## src/mtwp_pkg.sv

```systemverilog
`default_nettype none
package mtwp_pkg;

  // table geometry
  localparam int MAX_POPS     = 16;
  localparam int IDX_BITS     = $clog2(MAX_POPS);
  localparam int CELL_BITS    = 2 * IDX_BITS;
  localparam int ADDR_BITS    = CELL_BITS + 1;
  localparam int SIZE_BITS    = $clog2(MAX_POPS + 1);

  // word fields
  localparam int WEIGHT_BITS  = 24;
  localparam int TOTAL_BITS   = 32;
  localparam int RAND_BITS    = 32;
  localparam int PROD_BITS    = RAND_BITS + TOTAL_BITS;
  localparam int KIND_BITS    = 2;
  localparam int STATUS_BITS  = 2;

  // configuration registers
  localparam int POP_BITS      = 5;
  localparam int MODEL_BITS    = 3;
  localparam int RATE_BITS     = 24;
  localparam int CFG_IDX_BITS  = 2;
  localparam int CFG_DATA_BITS = 24;
  localparam int GRID_BITS     = 2 * POP_BITS + 1;

  localparam logic [POP_BITS-1:0]   POP_RESET = POP_BITS'(4);

  localparam logic [CFG_IDX_BITS-1:0] CFG_POP_COUNT = 2'd0;
  localparam logic [CFG_IDX_BITS-1:0] CFG_MODEL     = 2'd1;
  localparam logic [CFG_IDX_BITS-1:0] CFG_RATE      = 2'd2;

  localparam logic [KIND_BITS-1:0] KIND_WRITE = 2'd0;
  localparam logic [KIND_BITS-1:0] KIND_BUILD = 2'd1;
  localparam logic [KIND_BITS-1:0] KIND_DRAW  = 2'd2;

  localparam logic [STATUS_BITS-1:0] STATUS_OK    = 2'd0;
  localparam logic [STATUS_BITS-1:0] STATUS_NONE  = 2'd1;
  localparam logic [STATUS_BITS-1:0] STATUS_RANGE = 2'd2;

  localparam logic [MODEL_BITS-1:0] MODEL_ISLAND = 3'd0;
  localparam logic [MODEL_BITS-1:0] MODEL_RING   = 3'd1;
  localparam logic [MODEL_BITS-1:0] MODEL_CHAIN  = 3'd2;
  localparam logic [MODEL_BITS-1:0] MODEL_TORUS  = 3'd3;
  localparam logic [MODEL_BITS-1:0] MODEL_ALL    = 3'd4;
  localparam logic [MODEL_BITS-1:0] MODEL_EMPTY  = 3'd5;

  typedef struct packed {
    logic                   cap;
    logic                   clr_step;
    logic                   wr_go;
    logic                   bld_go;
    logic                   bld_step;
    logic                   drw_go;
    logic                   sum_scan;
    logic                   drw_scan;
    logic                   set_res;
    logic [STATUS_BITS-1:0] res_status;
    logic                   load_out;
  } mtwp_cmd_t;

  typedef struct packed {
    logic [KIND_BITS-1:0] kind;
    logic                 wr_ok;
    logic                 total_zero;
    logic                 sweep_last;
    logic                 data_last;
    logic                 hit;
  } mtwp_sts_t;

endpackage
`default_nettype wire

```

## src/mtwp_ctrl.sv

```systemverilog
`default_nettype none
module mtwp_ctrl (
  input  wire logic                clk,
  input  wire logic                rst_n,
  input  wire logic                in_valid,
  output logic                     in_ready,
  output logic                     out_valid,
  input  wire logic                out_ready,
  input  wire mtwp_pkg::mtwp_sts_t sts,
  output mtwp_pkg::mtwp_cmd_t      cmd
);
  import mtwp_pkg::*;

  localparam logic [2:0] ST_CLR  = 3'd0;
  localparam logic [2:0] ST_IDLE = 3'd1;
  localparam logic [2:0] ST_DISP = 3'd2;
  localparam logic [2:0] ST_BLD  = 3'd3;
  localparam logic [2:0] ST_SUM  = 3'd4;
  localparam logic [2:0] ST_DRAW = 3'd5;
  localparam logic [2:0] ST_RESP = 3'd6;

  logic [2:0] state_r, state_nxt;
  logic       out_valid_r, out_valid_nxt;

  always_comb begin
    cmd           = '0;
    state_nxt     = state_r;
    out_valid_nxt = out_valid_r && !out_ready;
    case (state_r)
      ST_CLR: begin
        cmd.clr_step = 1'b1;
        if (sts.sweep_last) state_nxt = ST_IDLE;
      end
      ST_IDLE: begin
        if (in_valid) begin
          cmd.cap   = 1'b1;
          state_nxt = ST_DISP;
        end
      end
      ST_DISP: begin
        cmd.set_res    = 1'b1;
        cmd.res_status = STATUS_OK;
        case (sts.kind)
          KIND_WRITE: begin
            if (sts.wr_ok) begin
              cmd.wr_go = 1'b1;
              state_nxt = ST_SUM;
            end else begin
              cmd.res_status = STATUS_RANGE;
              state_nxt      = ST_RESP;
            end
          end
          KIND_BUILD: begin
            cmd.bld_go = 1'b1;
            state_nxt  = ST_BLD;
          end
          KIND_DRAW: begin
            if (sts.total_zero) begin
              cmd.res_status = STATUS_NONE;
              state_nxt      = ST_RESP;
            end else begin
              cmd.drw_go = 1'b1;
              state_nxt  = ST_DRAW;
            end
          end
          default: state_nxt = ST_RESP;
        endcase
      end
      ST_BLD: begin
        cmd.bld_step = 1'b1;
        if (sts.sweep_last) state_nxt = ST_RESP;
      end
      ST_SUM: begin
        cmd.sum_scan = 1'b1;
        if (sts.data_last) state_nxt = ST_RESP;
      end
      ST_DRAW: begin
        cmd.drw_scan = 1'b1;
        if (sts.hit) begin
          state_nxt = ST_RESP;
        end else if (sts.data_last) begin
          cmd.set_res    = 1'b1;
          cmd.res_status = STATUS_NONE;
          state_nxt      = ST_RESP;
        end
      end
      ST_RESP: begin
        // wait for the output register to free up
        if (!out_valid_r || out_ready) begin
          cmd.load_out  = 1'b1;
          out_valid_nxt = 1'b1;
          state_nxt     = ST_IDLE;
        end
      end
      default: state_nxt = ST_IDLE;
    endcase
  end

  always_ff @(posedge clk) begin
    if (!rst_n) begin
      state_r     <= ST_CLR;
      out_valid_r <= 1'b0;
    end else begin
      state_r     <= state_nxt;
      out_valid_r <= out_valid_nxt;
    end
  end

  assign in_ready  = (state_r == ST_IDLE);
  assign out_valid = out_valid_r;

endmodule
`default_nettype wire

```

## config.mk

```make
export PLATFORM = sky130hd
export DESIGN_NAME = mtwp_ctrl
export DESIGN_NICKNAME = d
export VERILOG_FILES = /design/src/mtwp_pkg.sv /design/src/mtwp_ctrl.sv
export SDC_FILE = /design/constraint.sdc
export NUM_CORES = 1
export LEC_CHECK = 0
export ABC_AREA = 1
export BUFFER_PORTS_ARGS = -buffer_cell sky130_fd_sc_hd__buf_2
export CAP_MARGIN = 20
export CORE_AREA = 5 5 42 44
export DETAILED_ROUTE_END_ITERATION = 7
export DIE_AREA = 0 0 47 49
export PLACE_DENSITY_LB_ADDON = 0.15
export REMOVE_ABC_BUFFERS = 1
export SLEW_MARGIN = 10
export SYNTH_ARGS = -nofsm -noshare
export SYNTH_HDL_FRONTEND = slang
export SYNTH_SLANG_ARGS = --single-unit
```

## constraint.sdc

```tcl
create_clock -name clk -period 2.1 [get_ports clk]
set_clock_uncertainty 0.05 [all_clocks]
set_input_delay 0.105 -clock clk [delete_from_list [all_inputs] [get_ports clk]]
set_output_delay 0.105 -clock clk [all_outputs]
set_load 0.02 [all_outputs]
```

==> flow_summary.yaml <==
run_status:
  status: "finished, final reports clean"
clocking:
  clockRootBuffer: "clkbuf_4"
  htreeDepth: 1
  cts_max_path_buffers: 2
  post_cts_resized: 0
  cts_sinks: 4
  cts_tree: "built"
  path_clk_slew_ns: 0.04
  cts_setup_buffers: 0
  clock_latency_ns: 0.23
  cts_hold_buf: 0
  cts_made_buffers: 3
timing:
  max_freq_mhz: 632.7
  setup_ws_ns: 0.5194
  rsz0062_at_grt: "false"
  max_slew.worst_pin.slew_ns: 0.3697
  setup_tns_ns: 0
  fin_crit_sh: 0.7527
  hold_ws_ns: 0.1011
  hold_viol_final: 0
  max_slew_margin: 0.7532
  layout_min_cycle_time_ns: 1.581
  drv_slew: 0
  finalSetupViolations: 0
power_and_ir_drop:
  powerDensity_mw_per_mm2: 479.1
  vdd_ir_drop_max_uv: 195.3
  p_leak_nw: 0.3536
finish:
  design_area_um2: 600.6
  n_fill_cell: 167
  drive_gt1_frac: 0.3905
  syn_to_final_growth_pct: 37.14
  fin_nets: 119
  stdcell_count: 121
  antenna_cells: 0
route:
  wl_met2_um: 542
  drtPass1Iterations: 4
  vias: 555
  drt_wl_total_um: 1109
  drtIter0Drc: 6
  remaining_drc_errors: 0
  wl_met3_um: 78
  wl_per_cell_um: 9.165
  via_per_inst: 4.587
  met1Wirelength_um: 489
  top_layer_used: "met3"
  ant_nets: 0
synthesis:
  synthCells: 78
  ys_types: 15
  yosysWarnings: 0
  ys_ff_latch: 4
  ys_seq_area_frac: 0.1829
  avgSynthCellArea_um2: 5.614
  syn_area_um2: 437.9
setup_path:
  start_kind: "register"
  crit_required_ns: 1.95
  endpoint_kind: "primary output"
  crit_arrival_ns: 1.43
  worstSetupPathType: "reg2out"
  crit_path_max_fanout: 7
  critPathSlowestCell: "dfxtp_1"
  crit_chain: "inv_2, nand2_1, nor2_2, inv_2, o41ai_2, buf_2"
  slowest_delay_ns: 0.36
  path_common_cell: "inv_2"
grt:
  grt_usage: 0.1090
  overflow: 0
  antenna_found_initial: 0
  grt_pass1_wl_um: 1883
  grt_start_max_net_pins: 9
  grt_pass1_vias: 502
floorplan:
  die_w_um: 47
  fp.dieH_um: 49
  die_area_mm2: 0.002303
  initial_core_util: 0.3125
  ios: 25
  rows: 14
  core_mm2: 0.001401
placement:
  port_buffers: 24
  gp_congestion: 0.7307
  dp_slack_ns: 0.7663
  place_area_um2: 578.1
  dp.cells: 118
  dp_hpwl_um: 961.5
flow_run:
  drv_cap: 0
hold_path:
  hp-class: "in2reg"
layout by cell type (no fill, tap or decap):
| cell | Yosys | layout |
|---|---|---|
| buf_2 | 0 | 24 |
| nand2_1 | 15 | 15 |
| inv_1 | 13 | 13 |
| nand3_1 | 12 | 12 |
| nor2_1 | 11 | 11 |
| a21oi_1 | 5 | 5 |
| inv_2 | 4 | 4 |
| nand2_2 | 4 | 4 |
| dfxtp_1 | 4 | 4 |
| nor2_2 | 3 | 3 |
| clkbuf_4 | 0 | 3 |
| nor2_4 | 2 | 2 |
| nor4_1 | 1 | 1 |
| o41ai_2 | 1 | 1 |
| o21ai_0 | 1 | 1 |
| o21ai_1 | 1 | 1 |
| ha_1 | 1 | 1 |
power by group:
part | leakage [nW] | switching [mW] | total, mW | internal [mW]
logic | 0.307 | 0.0687 | 0.107 | 0.0380
clock network | 0.0138 | 0.0283 | 0.0921 | 0.0637
registers | 0.0325 | 0.00795 | 0.0889 | 0.0809
total | 0.354 | 0.105 | 0.288 | 0.183
per-stage QoR:
stage / utilization / power, mW
finish: 0.4286 / 0.2877
global route: 0.4286 / 0.3168
CTS: 0.4286 / 0.2949
detailed placement: 0.4125 / 0.1982
global placement: 0.4125 / 0.1970
floorplan: - / 0.1648
worst max-delay path, delay by kind of cell (launching register included):
family	cells	cell delay [ns]
simple gates	2	0.23
flops	1	0.36
buf+inv	3	0.42
compound gates	1	0.19
cells in the mapped netlist:
cell type | instances | area [um^2]
o41ai_2 | 1 | 16.27
nand3_1 | 12 | 60.06
nor2_1 | 11 | 41.29
a21oi_1 | 5 | 25.02
dfxtp_1 | 4 | 80.08
nor4_1 | 1 | 6.260
nor2_2 | 3 | 18.77
o21ai_1 | 1 | 5.000
ha_1 | 1 | 12.51
inv_1 | 13 | 48.80
nand2_1 | 15 | 56.30
inv_2 | 4 | 15.01
nand2_2 | 4 | 25.02
o21ai_0 | 1 | 5.000
nor2_4 | 2 | 22.52
cells by family after synthesis:
group           Yosys count  share of synthesized area
fa+ha+maj                 1                    0.02857
buf+inv                  17                     0.1457
flops                     4                     0.1829
simple gates             48                     0.5257
compound gates            8                     0.1171
final cells by class:
cell class                      instances  area (um^2)  area share
Multi-Input combinational cell         57        294.0      0.4896
Timing Repair Buffer                   24        120.1      0.2000
Sequential cell                         4        80.08      0.1333
Inverter                               17        63.81      0.1063
Clock buffer                            3        22.52     0.03750
Tap cell                               16        20.02     0.03333
registers in the layout, summed over array words and instances (netlist names):
register	cells
out_valid	1
state_r	3
path summary, 6_finish.rpt:
kind / from / end / slack, ns / cells after the start
setup reg to reg: state_r[2] / state_r[0] / 0.79 / 5
hold / removal: rst_n / state_r[1] / 0.10 / 3
setup / recovery: state_r[0] / cmd[1] / 0.52 / 6
hold reg to reg: out_valid / out_valid / 0.49 / 4
routing by layer:
| layer | up-vias | track usage |
|---|---|---|
| li1 | 302 | - |
| met4 | 0 | 0.05530 |
| met2 | 18 | 0.1606 |
| met1 | 235 | 0.1379 |
| met3 | 0 | 0.03321 |
| met5 | - | 0 |
(Power assumes the default switching activity.)
